==> src/rtl/core/tpsf_pkg.sv <==
package tpsf_pkg;

   // Default sizes of the pattern tile memory and the longest span.
   localparam int TILE_MAX_W_DEF = 64;
   localparam int TILE_MAX_H_DEF = 64;
   localparam int MAX_SPAN_DEF   = 64;

   // Fixed field widths.
   localparam int FUNC_W  = 2;
   localparam int IDX_W   = 12;
   localparam int WORD_W  = 32;
   localparam int COORD_W = 12;
   localparam int DIM_W   = 7;
   localparam int SPAN_W  = 7;
   localparam int BPP_W   = 3;
   localparam int STRIDE_W = 15;
   localparam int CSR_IDX_W = 3;
   localparam int PAL_W   = 24;
   localparam int PAL_AW  = 8;

   // The modulo dividend is origin plus position, one bit wider than a coordinate.
   localparam int DIVD_W    = COORD_W + 1;
   localparam int MOD_STEPS = DIVD_W;

   // Request functions.
   localparam logic [FUNC_W-1:0] FUNC_PAT  = 2'd0;
   localparam logic [FUNC_W-1:0] FUNC_PAL  = 2'd1;
   localparam logic [FUNC_W-1:0] FUNC_FILL = 2'd2;

   // Pixel modes.
   localparam logic [BPP_W-1:0] MODE_RGB332 = 3'd1;
   localparam logic [BPP_W-1:0] MODE_16     = 3'd2;
   localparam logic [BPP_W-1:0] MODE_24     = 3'd3;
   localparam logic [BPP_W-1:0] MODE_32     = 3'd4;

   // Register indexes.
   localparam logic [CSR_IDX_W-1:0] REG_BPP    = 3'd0;
   localparam logic [CSR_IDX_W-1:0] REG_TILE_W = 3'd1;
   localparam logic [CSR_IDX_W-1:0] REG_TILE_H = 3'd2;
   localparam logic [CSR_IDX_W-1:0] REG_ORG_X  = 3'd3;
   localparam logic [CSR_IDX_W-1:0] REG_ORG_Y  = 3'd4;
   localparam logic [CSR_IDX_W-1:0] REG_STRIDE = 3'd5;
   localparam logic [CSR_IDX_W-1:0] REG_BASE   = 3'd6;

   typedef struct packed {
      logic [BPP_W-1:0]    bpp;
      logic [DIM_W-1:0]    tile_width;
      logic [DIM_W-1:0]    tile_height;
      logic [COORD_W-1:0]  origin_x;
      logic [COORD_W-1:0]  origin_y;
      logic [STRIDE_W-1:0] dest_stride;
      logic [WORD_W-1:0]   dest_base;
   } cfg_type;

   typedef struct packed {
      logic capture;
      logic load_pat;
      logic load_pal;
      logic mod_step;
      logic setup;
      logic issue;
      logic issue_last;
   } cmd_type;

   typedef struct packed {
      logic pipe_busy;
   } sts_type;

endpackage

==> src/rtl/core/tpsf_csr.sv <==
module tpsf_csr (
   input  logic                          clock,
   input  logic                          reset,
   input  logic                          csr_valid,
   output logic                          csr_ready,
   input  logic [tpsf_pkg::CSR_IDX_W-1:0] csr_index,
   input  logic [tpsf_pkg::WORD_W-1:0]   csr_wdata,
   output tpsf_pkg::cfg_type             cfg
);
   import tpsf_pkg::*;

   cfg_type cfg_ff;
   cfg_type cfg_in;

   assign csr_ready = 1'b1;
   assign cfg       = cfg_ff;

   always_comb begin
      cfg_in = cfg_ff;
      if (csr_valid) begin
         unique case (csr_index)
            REG_BPP:    cfg_in.bpp         = csr_wdata[BPP_W-1:0];
            REG_TILE_W: cfg_in.tile_width  = csr_wdata[DIM_W-1:0];
            REG_TILE_H: cfg_in.tile_height = csr_wdata[DIM_W-1:0];
            REG_ORG_X:  cfg_in.origin_x    = csr_wdata[COORD_W-1:0];
            REG_ORG_Y:  cfg_in.origin_y    = csr_wdata[COORD_W-1:0];
            REG_STRIDE: cfg_in.dest_stride = csr_wdata[STRIDE_W-1:0];
            REG_BASE:   cfg_in.dest_base   = csr_wdata;
            default:    cfg_in             = cfg_ff;
         endcase
      end
   end

   always_ff @(posedge clock) begin
      if (reset) begin
         cfg_ff.bpp         <= MODE_32;
         cfg_ff.tile_width  <= DIM_W'(64);
         cfg_ff.tile_height <= DIM_W'(64);
         cfg_ff.origin_x    <= '0;
         cfg_ff.origin_y    <= '0;
         cfg_ff.dest_stride <= STRIDE_W'(256);
         cfg_ff.dest_base   <= '0;
      end else begin
         cfg_ff <= cfg_in;
      end
   end

endmodule

==> config.mk <==
export PLATFORM = sky130hd
export DESIGN_NAME = tpsf_csr
export DESIGN_NICKNAME = d
export VERILOG_FILES = /design/src/rtl/core/tpsf_pkg.sv /design/src/rtl/core/tpsf_csr.sv
export SDC_FILE = /design/constraint.sdc
export NUM_CORES = 1
export LEC_CHECK = 0
export ABC_CLOCK_PERIOD_IN_PS = 1600
export BUFFER_PORTS_ARGS = -buffer_cell sky130_fd_sc_hd__buf_2
export CAP_MARGIN = 20
export CORE_UTILIZATION = 50
export CTS_CLUSTER_DIAMETER = 120
export DETAILED_ROUTE_END_ITERATION = 10
export PLACE_DENSITY_LB_ADDON = 0.05
export RECOVER_POWER = 50
export SLEW_MARGIN = 15
export SYNTH_ARGS = -nofsm -noshare
export SYNTH_HDL_FRONTEND = slang
export SYNTH_SLANG_ARGS = --single-unit
==> constraint.sdc <==
create_clock -name clock -period 1.6 [get_ports clock]
set_input_delay 0 -clock clock [delete_from_list [all_inputs] [get_ports clock]]
set_output_delay 0 -clock clock [all_outputs]
set_load 0.005 [all_outputs]
==> impl_metrics.yaml <==
power_and_ir_drop:
  switchingPower_mw: 0.984
  powerDensity_nw_per_um2: 850
  ir_worst_vdd_uv: 464
  pwr-share-clk_pct: 34.5
  p_comb_share_pct: 9.7
  total_power_mw: 4.05
  switching_share_pct: 24.3
  p_int_mw: 3.07
  p_seq_share_pct: 55.8
  p_leak_nw: 2.39
drt:
  ant_nets: 0
  vias: 2760
  wl_per_cell_um: 13.6
  firstDrtPassIters: 6
  via_per_inst: 4.74
  wirelength_mm: 7.91
  first_iter_violations: 79
  drc_errors: 0
critical_path:
  path_cells: "buf_2 > and4b_1 > clkbuf_1 > mux2i_1"
  worstPathRequired_ns: 1.87
  path_max_fanout: 12
  crit_slowest_cell: "clkbuf_1"
  regToRegEndpoint: "cfg[22]"
  arrival_ns: 1.37
  worst_path_largest_cell_delay_ns: 0.70
  r2r_cells: 2
  startpoint_type: "primary input"
  worstReg2RegStart: "cfg[22]"
  rrSetupSlack_ns: 0.95
  end_kind: "register"
  criticalPathCategory: "primary input to register"
cells_and_area:
  largest_register_ffs: 88
  mostFrequentLayoutCell: "buf_2"
  drive_gt1_share_pct: 30.2
  layout.nets: 519
  layout_common_cells: "buf_2, nand2b_1, mux2i_1, dfxtp_1, dlygate4sd3_1"
  syn_to_final_growth_pct: 31.3
  diodes: 0
sta:
  setup_tns_ns: 0
  setup_viol: 0
  worst_slack_ns: 0.504
  drv_slew: 0
  fin_crit_sh_pct: 68.5
  max_freq_mhz: 912
  min_period_ns: 1.10
  hold_viol: 0
  worstMarginPinSlew_ns: 0.932
  relSlewSlack_pct: 37.9
  rsz0062_at_grt: "no"
  final.setup_skew_ns: 0
outcome:
  outcome: "complete, no violations"
synthesis:
  synth_nets: 374
  ys_seq_area_share_pct: 48.6
  yosys_warnings: 0
  synth.distinct_cells: 14
  ys_ff_latch: 88
  netlist_area_um2: 3630
  syn_avg_cell_area_um2: 10.8
  syn_inst: 336
clock_network:
  cts_tree: "done"
  root_buffer: "clkbuf_8"
  numClockSinks: 88
  clock_tree.buffer_depth: 2
  numCtsBuffers: 9
  post_cts_resized: 0
  clk_latency_ns: 0.34
  htreeDepth: 3
  clk_pin_slew_ns: 0.09
global_route:
  grt_max_degree: 62
  track_usage_pct: 20.8
  grt_pass1_vias: 2602
  grt_antenna_before_repair: 0
  grt_pass1_wl_mm: 12.1
  grt-ovfl-total: 0
worst_hold_path:
  hold_start: "csr_wdata[4]"
  min_path_type: "primary input to register"
  hold_path_end: "cfg[82]"
  worstHoldPathCells: 3
floorplanning:
  num_rows: 30
  dieArea_um2: 7600
  io_pins: 127
  core_um2: 6910
  die_w_um: 87.2
  start_util_pct: 52.5
  die-height_um: 87.2
placed_design:
  dp.final_hpwl_mm: 5.29
  gp_congestion: 0.714
  place_ws_ns: 0.495
  numPortBuffers: 125
job:
  drv_cap: 0
[per-layer routing]
metal | routed length [um] | vias to the layer above | GRT usage [%] | share of wire, %
li1 | - | 1393 | - | -
met1 | 3500 | 1283 | 24.7 | 44
met2 | 3860 | 75 | 36.3 | 49
met3 | 438 | 9 | 4.83 | 5.5
met4 | 104 | 0 | 8.49 | 1.3
met5 | 0 | - | 0 | 0
[worst max-delay path: cells and delay by family]
family / cells / cell delay, ns
buf+inv: 2 / 0.85
mux: 1 / 0.27
simple gates: 1 / 0.24
[power by group through the flow]
stage,clock (mW),sequential (mW),combinational [mW]
floorplan,0,2.32,0.199
global placement,0,2.31,0.340
detailed placement,0,2.31,0.344
CTS,1.44,2.26,0.397
global route,1.53,2.27,0.427
finish,1.40,2.26,0.391
[Yosys cell counts]
library cell	number	area, um2
and4b_1	3	30.0
buf_2	9	45.0
buf_4	3	22.5
buf_6	1	11.3
clkbuf_1	14	52.6
conb_1	1	3.75
dfxtp_1	88	1760
mux2i_1	88	881
nand2b_1	116	726
nand4b_1	1	8.76
nand4b_2	1	15.0
nand4bb_1	3	33.8
nor2_1	7	26.3
or4b_1	1	10.0
[metrics by stage]
step                      hold WS [ns]  util (%)  cell area, um2  std cells
after floorplan                  0.155         -            3630        336
after global placement           0.260      62.6            4320        539
after detailed placement         0.270      62.6            4320        539
after CTS                       0.0486      69.1            4770        582
after global routing             0.108      68.9            4760        582
final                           0.0553      68.9            4760        582
[worst max path at each step]
stage,cells past startpoint,startpoint,endpoint,slack (ns)
floorplan,5,csr_index[2],cfg[60],0.61
global placement,3,csr_index[2],cfg[83],0.53
detailed placement,5,reset,cfg[22],0.49
CTS,1,cfg[80],cfg[80],0.76
global route,5,reset,cfg[22],0.40
finish,4,csr_index[2],cfg[60],0.50
[logic make-up after synthesis]
logic type	after synthesis	synth area share [%]
flops	88	48.6
mux	88	24.3
simple gates	132	23.4
other cells	1	0.103
buf+inv	27	3.62
[final cells by class]
type / count / area, um2
fillers: 587 / 2140
clock inverters: 6 / 45.0
well taps: 96 / 120
clock buffers: 10 / 138
flip-flops and latches: 88 / 1760
multi-input cells: 221 / 1730
repair buffers: 161 / 963
[repair_timing]
| action | 4_1_cts | 5_1_grt |
|---|---|---|
| hold buffers | 27 | 0 |
| endpoints found under the hold margin | 40 | 0 |
| setup endpoints to repair | 0 | 0 |
| buffers inserted | 0 | 0 |
No activity file was read; power rests on OpenSTA's default activity.
