`src/rtl/core/tpsf_pkg.sv`:
```
package tpsf_pkg;

   // Default sizes of the pattern tile memory and the longest span.
   localparam int TILE_MAX_W_DEF = 64;
   localparam int TILE_MAX_H_DEF = 64;
   localparam int MAX_SPAN_DEF   = 64;

   // Fixed field widths.
   localparam int FUNC_W  = 2;
   localparam int IDX_W   = 12;
   localparam int WORD_W  = 32;
   localparam int COORD_W = 12;
   localparam int DIM_W   = 7;
   localparam int SPAN_W  = 7;
   localparam int BPP_W   = 3;
   localparam int STRIDE_W = 15;
   localparam int CSR_IDX_W = 3;
   localparam int PAL_W   = 24;
   localparam int PAL_AW  = 8;

   // The modulo dividend is origin plus position, one bit wider than a coordinate.
   localparam int DIVD_W    = COORD_W + 1;
   localparam int MOD_STEPS = DIVD_W;

   // Request functions.
   localparam logic [FUNC_W-1:0] FUNC_PAT  = 2'd0;
   localparam logic [FUNC_W-1:0] FUNC_PAL  = 2'd1;
   localparam logic [FUNC_W-1:0] FUNC_FILL = 2'd2;

   // Pixel modes.
   localparam logic [BPP_W-1:0] MODE_RGB332 = 3'd1;
   localparam logic [BPP_W-1:0] MODE_16     = 3'd2;
   localparam logic [BPP_W-1:0] MODE_24     = 3'd3;
   localparam logic [BPP_W-1:0] MODE_32     = 3'd4;

   // Register indexes.
   localparam logic [CSR_IDX_W-1:0] REG_BPP    = 3'd0;
   localparam logic [CSR_IDX_W-1:0] REG_TILE_W = 3'd1;
   localparam logic [CSR_IDX_W-1:0] REG_TILE_H = 3'd2;
   localparam logic [CSR_IDX_W-1:0] REG_ORG_X  = 3'd3;
   localparam logic [CSR_IDX_W-1:0] REG_ORG_Y  = 3'd4;
   localparam logic [CSR_IDX_W-1:0] REG_STRIDE = 3'd5;
   localparam logic [CSR_IDX_W-1:0] REG_BASE   = 3'd6;

   typedef struct packed {
      logic [BPP_W-1:0]    bpp;
      logic [DIM_W-1:0]    tile_width;
      logic [DIM_W-1:0]    tile_height;
      logic [COORD_W-1:0]  origin_x;
      logic [COORD_W-1:0]  origin_y;
      logic [STRIDE_W-1:0] dest_stride;
      logic [WORD_W-1:0]   dest_base;
   } cfg_type;

   typedef struct packed {
      logic capture;
      logic load_pat;
      logic load_pal;
      logic mod_step;
      logic setup;
      logic issue;
      logic issue_last;
   } cmd_type;

   typedef struct packed {
      logic pipe_busy;
   } sts_type;

endpackage

```
`src/rtl/core/tpsf_ctrl.sv`:
```
module tpsf_ctrl #(
   parameter int MAX_SPAN = tpsf_pkg::MAX_SPAN_DEF
) (
   input  logic                         clock,
   input  logic                         reset,
   input  logic                         start,
   output logic                         busy,
   input  logic [tpsf_pkg::FUNC_W-1:0]  req_func,
   input  logic [tpsf_pkg::SPAN_W-1:0]  req_span_length,
   input  tpsf_pkg::cfg_type            cfg,
   input  tpsf_pkg::sts_type            sts,
   output tpsf_pkg::cmd_type            cmd
);
   import tpsf_pkg::*;

   typedef enum logic [4:0] {
      ST_IDLE  = 5'b00001,
      ST_MOD   = 5'b00010,
      ST_SETUP = 5'b00100,
      ST_WALK  = 5'b01000,
      ST_DRAIN = 5'b10000
   } state_type;

   state_type         state_ff, state_in;
   logic [SPAN_W-1:0] cnt_ff, cnt_in;
   logic [SPAN_W-1:0] len_ff, len_in;
   logic              accept;
   logic              mode_ok;
   logic [SPAN_W-1:0] len_sat;

   assign busy    = (state_ff != ST_IDLE);
   assign accept  = start && !busy;
   assign mode_ok = (cfg.bpp >= MODE_RGB332) && (cfg.bpp <= MODE_32);
   assign len_sat = (int'(req_span_length) > MAX_SPAN) ? SPAN_W'(MAX_SPAN)
                                                       : req_span_length;

   always_comb begin
      state_in = state_ff;
      cnt_in   = cnt_ff;
      len_in   = len_ff;
      cmd      = '0;
      unique case (state_ff)
         ST_IDLE: begin
            if (accept) begin
               cmd.capture  = 1'b1;
               cmd.load_pat = (req_func == FUNC_PAT);
               cmd.load_pal = (req_func == FUNC_PAL);
               len_in       = len_sat;
               cnt_in       = SPAN_W'(MOD_STEPS - 1);
               if (req_func == FUNC_FILL && mode_ok && len_sat != '0) begin
                  state_in = ST_MOD;
               end
            end
         end
         ST_MOD: begin
            cmd.mod_step = 1'b1;
            cnt_in       = cnt_ff - 1'b1;
            if (cnt_ff == '0) begin
               state_in = ST_SETUP;
            end
         end
         ST_SETUP: begin
            cmd.setup = 1'b1;
            cnt_in    = len_ff;
            state_in  = ST_WALK;
         end
         ST_WALK: begin
            cmd.issue      = 1'b1;
            cmd.issue_last = (cnt_ff == SPAN_W'(1));
            cnt_in         = cnt_ff - 1'b1;
            if (cnt_ff == SPAN_W'(1)) begin
               state_in = ST_DRAIN;
            end
         end
         ST_DRAIN: begin
            if (!sts.pipe_busy) begin
               state_in = ST_IDLE;
            end
         end
         default: begin
            state_in = ST_IDLE;
         end
      endcase
   end

   always_ff @(posedge clock) begin
      if (reset) begin
         state_ff <= ST_IDLE;
         cnt_ff   <= '0;
         len_ff   <= '0;
      end else begin
         state_ff <= state_in;
         cnt_ff   <= cnt_in;
         len_ff   <= len_in;
      end
   end

endmodule

```
`config.mk`:
```
export PLATFORM = sky130hd
export DESIGN_NAME = tpsf_ctrl
export DESIGN_NICKNAME = d
export VERILOG_FILES = /design/src/rtl/core/tpsf_pkg.sv /design/src/rtl/core/tpsf_ctrl.sv
export SDC_FILE = /design/constraint.sdc
export NUM_CORES = 1
export LEC_CHECK = 0
export BUFFER_PORTS_ARGS = -buffer_cell sky130_fd_sc_hd__buf_2
export CORE_ASPECT_RATIO = 1.1
export CORE_MARGIN = 5
export CORE_UTILIZATION = 34
export CTS_BUF_LIST = sky130_fd_sc_hd__clkbuf_8
export CTS_CLUSTER_SIZE = 28
export DETAILED_ROUTE_END_ITERATION = 10
export GPL_TIMING_DRIVEN = 0
export MAX_ROUTING_LAYER = met4
export PLACE_DENSITY = 0.89
export SETUP_SLACK_MARGIN = 0.2
export SYNTH_ARGS = -nofsm -noshare
export SYNTH_HDL_FRONTEND = slang
export SYNTH_SLANG_ARGS = --single-unit
```
`constraint.sdc`:
```
create_clock -name clock -period 1.7 [get_ports clock]
set_input_delay 0 -clock clock [delete_from_list [all_inputs] [get_ports clock]]
set_output_delay 0 -clock clock [all_outputs]
set_load 0.05 [all_outputs]
```
==> qor.yml, run 1 <==
run_status:
  status: "finished, final reports clean"
critical_path:
  critPathLaunchType: "register"
  r2r_end: "state_ff[2]"
  path_cells: "or4_4, o311ai_4, o211a_1, nor4b_4"
  endpoint_kind: "register"
  r2r_slack_ps: 10
  cp_max_fo: 3
  path_class: "register to register"
  cp_slowest_cell: "or4_4"
  crit_arrival_ps: 1870
  cpPeakStageDelay_ps: 600
  critPathRequiredTime_ps: 1880
  r2r-start: "cnt_ff[5]"
  rr_worst_depth: 4
clock_network:
  path_clk_slew_ps: 70
  cts_buffers: 3
  cts_root_buffer: "clkbuf_8"
  ctsHoldBuffers: 0
  ctsLongestPathBuffers: 2
  cts_sinks: 19
  htree_levels: 1
  cts_tree: "yes"
  clock_latency_ps: 260
layout:
  multiInputGateArea_um2: 910
  area_delta_synth_final_pct: 63.8
  nets: 291
  diodes: 0
  drive_gt1_share_pct: 59.4
  regArea_um2: 394
  post-route-cell-area_um2: 1900
  utilization_pct: 57.2
  nFillCells: 260
grt:
  grt_pass1_wl_mm: 5.93
  grt_max_degree: 11
  antenna_found_initial: 0
  overflow: 0
  grt_usage_pct: 16.5
  grt_pass1_vias: 1259
logic_synthesis:
  yosys-top-cells-count: "dfxtp_1 (19), a21oi_1 (12), nand2_1 (11)"
  yosysUniqueCellTypes: 46
  synth_area_leaders: "dfxtp_1 (33%), or3b_1 (5.3%), a21oi_1 (5.2%), nand2_1 (3.6%), o21ai_1 (2.6%)"
  synth-edff-count: 0
  synth_most_common_cell: "dfxtp_1"
  synth-seq-cells: 19
  synth-async-reset-ratio_pct: 0
  syn_avg_cell_area_um2: 8.67
  synth_nets: 237
  synth_top_area_cell: "dfxtp_1"
  yosysTopAreaCellShare_pct: 32.7
  syn_inst: 134
  syn_area_um2: 1160
  seq_area_frac_synth_pct: 32.7
  synthFlopType: "dfxtp_1"
  synth_warnings: 0
floorplanning:
  die_x_um: 65.8
  io_pins: 109
  die_h_um: 71.3
  rows: 22
  start_util_pct: 34.9
  coreArea_um2: 3330
  dieArea_um2: 4690
hold_path:
  worstHoldStart: "sts"
  min-delay-path-class: "input port to register"
  min_path_cells: 3
  hold_path_end: "state_ff[4]"
detailed_routing:
  drc_errors: 0
  via_per_inst: 5.47
  drt_wl_total_mm: 4.00
  drtIter0Drc: 45
  first_pass_iters: 4
  detail-route-antenna-nets: 0
  vias: 1286
  wire_per_inst_um: 17.0
run:
  maxCapViolCount: 0
power:
  p_leak_uw: 0.000742
  max-vdd-ir-drop_mv: 0.459
  p_per_area_nw_per_um2: 547
timing:
  layout_setup_ws_ps: 13.9
  fmax_mhz: 593
  rsz0062_at_grt: "yes"
  slew_headroom_pct: 55.0
  setup_violations: 0
  worst_slew_pin_slew_ps: 675
  finalHoldViolCount: 0
  slew_violations: 0
  min_period_ps: 1690
  post-route-period-util_pct: 99.2
  fin_skew_ps: 4.55
placed_design:
  preCtsSetupSlack_ps: -1.82
  dpl_cell_area_um2: 1380
  gp_congestion: 0.882
  dp_hpwl_mm: 2.14
  port_buffers: 22
[how the worst max path moves through the flow]
stage / from / to / slack (ps)
after floorplan: state_ff[1] / cmd[4] / 120
after global placement: state_ff[2] / cnt_ff[2] / 20
after detailed placement: state_ff[2] / cnt_ff[2] / -2
after CTS: cnt_ff[3] / cmd[0] / 60
after global routing: cnt_ff[5] / state_ff[2] / -70
final: cnt_ff[5] / state_ff[2] / 10
[per-layer routing]
layer / wire (um) / part of all wire, % / up-vias / GRT usage (%)
met5: 0 / 0 / - / -
met4: 167 / 4.2 / 0 / 7.37
met3: 247 / 6.2 / 16 / 2.82
met2: 2020 / 51 / 66 / 28.5
met1: 1560 / 39 / 610 / 18.4
li1: - / - / 594 / -
[flip-flops by register name (all words and copies together), names as in the netlist]
signal and cells:
cnt_ff 7, len_ff 7, state_ff 5
[worst max-delay path: cells and delay by family (launching register included)]
family,cells,cell delay (ps)
AOI/OAI and AO/OA,2,500
and+or+nand+nor,2,780
DFF,1,330
[power by group]
part	leakage (uW)	total, uW	internal, uW	switching [uW]
clock network	0.0000269	316	161	155
registers	0.000158	472	457	15.4
logic	0.000558	253	117	136
total	0.000742	1040	735	307
[final cells by class]
class	instances	share of cell area [%]
inverter	11	2.30
timing repair buffer	48	20.2
timing repair inverter	1	0.394
multi-input combinational	97	47.8
buffer	7	3.15
clock buffer	3	2.17
tap	48	3.15
clock inverter	1	0.197
sequential	19	20.7
[cells in the final DEF, fill, tap and decap left out, types with 2 or more instances in the layout]
master and count:
dfxtp_2 5, inv_1 6, buf_8 3, a21oi_2 6, buf_4 23, nand3_2 2
buf_2 15, nor3_1 2, dfxtp_1 12, nor2_4 2, nand3b_1 2, or3b_4 5
a221oi_2 2, nand2_1 10, o311ai_4 2, a22oi_1 3, inv_2 5, nor4b_4 2
nand4_1 2, or3b_1 2, buf_6 11, nor2_1 6, nor3b_4 3, clkbuf_8 3
o21ai_1 7, a21oi_1 6, nor3_4 2, a31oi_1 3, dfxtp_4 2, mux2i_2 2
[through the flow]
step	setup TNS, ps	hold slack (ps)	power, uW	instances
2_1_floorplan	0	62.8	598	134
3_3_place_gp	0	318	642	204
3_5_place_dp	-1.82	327	647	204
4_1_cts	0	58.7	994	225
5_1_grt	-147	77.4	1090	235
6_report	0	74.6	1040	235
[timing repair]
action / CTS / global route
setup endpoints to repair: 23 / 26
pin swaps: 16 / 17
buffers inserted: 16 / 10
cloned: 1 / 0
resized for setup: 31 / 47
[cell families after synthesis]
family	Yosys count	synth area share [%]
adders and majority gates	2	2.15
AOI/OAI and AO/OA	36	22.4
xor gates and xnor gates	4	3.01
and+or+nand+nor	53	31.2
buffers and inverters	18	6.78
DFF	19	32.7
muxes	2	1.72
(Power assumes the default switching activity.)
==> run 2, diff against run 1 <==
CORE_UTILIZATION = 38   (was 34)
PLACE_DENSITY = 0.94   (was 0.89)
clock period = 1.62 ns   (was 1.7 ns; I/O delays follow)
==> run 2 against run 1 <==
Against the previous run: clock-buffer cell count did not move; critical path depth did not move; clock power rose by 7.3%; cell area rose by 3.4%; setup slack got worse by 130 ps; via count rose by 0.54%; the run now ends with setup timing left; first-iteration DRC count fell by 36%; register-to-register slack got worse by 130 ps; core utilization rose by 8.6 points; highest routed layer unchanged.
==> qor.yml, run 2 (synthesized netlist as in run 1, its figures left out) <==
layout:
  post-route-cell-area_um2: 1970
  area_delta_synth_final_pct: 69.4
  diodes: 0
  nets: 295
  drive_gt1_share_pct: 60.2
  nFillCells: 226
  biggestRegsByFlops: "cnt_ff x7, len_ff x7, state_ff x5"
  layout_common_cells: "buf_6 (24), buf_4 (16), buf_2 (14), dfxtp_1 (11), nand2_1 (10)"
  utilization_pct: 65.7
  final_common_cell: "buf_6"
critical_path:
  path_class: "register to register"
  critPathRequiredTime_ps: 1780
  rr_worst_depth: 4
  endpoint_kind: "register"
  critPathLaunchType: "register"
  path_depth: 4
  path_cells: "or4_4, o311ai_4, o211a_1, nor4b_4"
  cpPeakStageDelay_ps: 600
  cp_slowest_cell: "or4_4"
  crit_family: "simple AND/OR/NAND/NOR gates"
  cp_max_fo: 3
  path_buf_inv: 0
  crit_arrival_ps: 1890
power:
  p_sw_uw: 324
  p_int_uw: 781
  p_clk_share_pct: 30.6
  p_seq_share_pct: 45.2
  max-vdd-ir-drop_mv: 0.607
  p_leak_uw: 0.000756
  power_frac_comb_pct: 24.2
  power_uw: 1110
  swShare_pct: 29.3
  p_per_area_nw_per_um2: 561
floorplanning:
  die_x_um: 62.7
  io_pins: 109
  dieArea_um2: 4270
  start_util_pct: 38.8
  die_h_um: 68.0
  rows: 21
  coreArea_um2: 3000
clock_network:
  path_clk_slew_ps: 80
  cts_sinks: 19
  cts_buffers: 3
  cts_root_buffer: "clkbuf_8"
  htree_levels: 1
  clock_latency_ps: 260
  ctsLongestPathBuffers: 2
  cts_tree: "yes"
hold_path:
  min_path_cells: 3
  min-delay-path-class: "input port to register"
timing:
  fin_skew_ps: 3.33
  slew_headroom_pct: 53.7
  min_period_ps: 1740
  setup_violations: 11
  rsz0062_at_grt: "yes"
  post-route-period-util_pct: 107
  slew_violations: 0
  fmax_mhz: 576
  fin_setup_tns_ps: -271
  finalHoldViolCount: 0
  worst_slew_pin_slew_ps: 695
  holdWs_ps: 81.7
  layout_setup_ws_ps: -115
grt:
  antenna_found_initial: 0
  grt_pass1_vias: 1220
  grt_pass1_wl_mm: 5.73
  grt_usage_pct: 17.3
  overflow: 0
  grt_max_degree: 12
detailed_routing:
  drt_wl_total_mm: 4.07
  vias: 1293
  wire_per_inst_um: 18.1
  detail-route-antenna-nets: 0
  first_pass_iters: 4
  drc_errors: 0
  via_per_inst: 5.75
  drtIter0Drc: 29
run:
  maxCapViolCount: 0
placed_design:
  gp_congestion: 0.878
  port_buffers: 22
  dp_hpwl_mm: 2.04
  dpl_cell_area_um2: 1360
run_status:
  violations: "setup timing"
  status: "complete, but fails checks"
run 2: final cells by class:
cell class / count / area, um2 / area share (%)
Inverter: 11 / 50.0 / 2.54
Clock buffer: 3 / 41.3 / 2.10
Multi-Input combinational cell: 97 / 912 / 46.3
Tap cell: 34 / 42.5 / 2.16
Sequential cell: 19 / 390 / 19.8
Clock inverter: 1 / 5.00 / 0.254
Buffer: 7 / 63.8 / 3.24
Timing Repair Buffer: 53 / 464 / 23.6
run 2: path summary, 6_finish.rpt:
| check | start | end | slack, ps |
|---|---|---|---|
| setup / recovery | cnt_ff[5] | state_ff[2] | -120 |
| hold / removal | req_span_length[6] | len_ff[6] | 80 |
| setup reg to reg | cnt_ff[5] | state_ff[2] | -120 |
| hold reg to reg | len_ff[3] | len_ff[3] | 470 |
run 2: per-layer routing:
| layer | track usage, % | share of wire (%) |
|---|---|---|
| met5 | - | 0 |
| met4 | 7.16 | 2.8 |
| met3 | 1.81 | 5.0 |
| met2 | 31.3 | 51 |
| met1 | 19.8 | 41 |
run 2: repair_timing:
item	CTS	global route
setup endpoints to repair	26	27
hold buffers	0	0
setup buffers	20	11
pin swaps	32	18
gates resized for setup	54	32
run 2: tightest hold or removal path, delay by kind of cell:
kind	cells	cell delay (ps)
buffers and inverters	1	140
AND/OR/NAND/NOR	1	80
multiplexers	1	80
run 2: through the flow:
| step | instances | worst slack [ps] |
|---|---|---|
| 3_3_place_gp | 190 | -28.5 |
| 5_1_grt | 225 | -164 |
| 4_1_cts | 214 | -33.8 |
| 3_5_place_dp | 190 | -90.2 |
| 2_1_floorplan | 134 | 58.1 |
| 6_report | 225 | -115 |
run 2: power groups by stage:
stage               Sequential, uW  Clock, uW  Combinational [uW]
CTS                            498        340                 228
detailed placement             506          0                 172
global route                   502        365                 283
floorplan                      503          0                 124
finish                         500        339                 267
global placement               506          0                 167
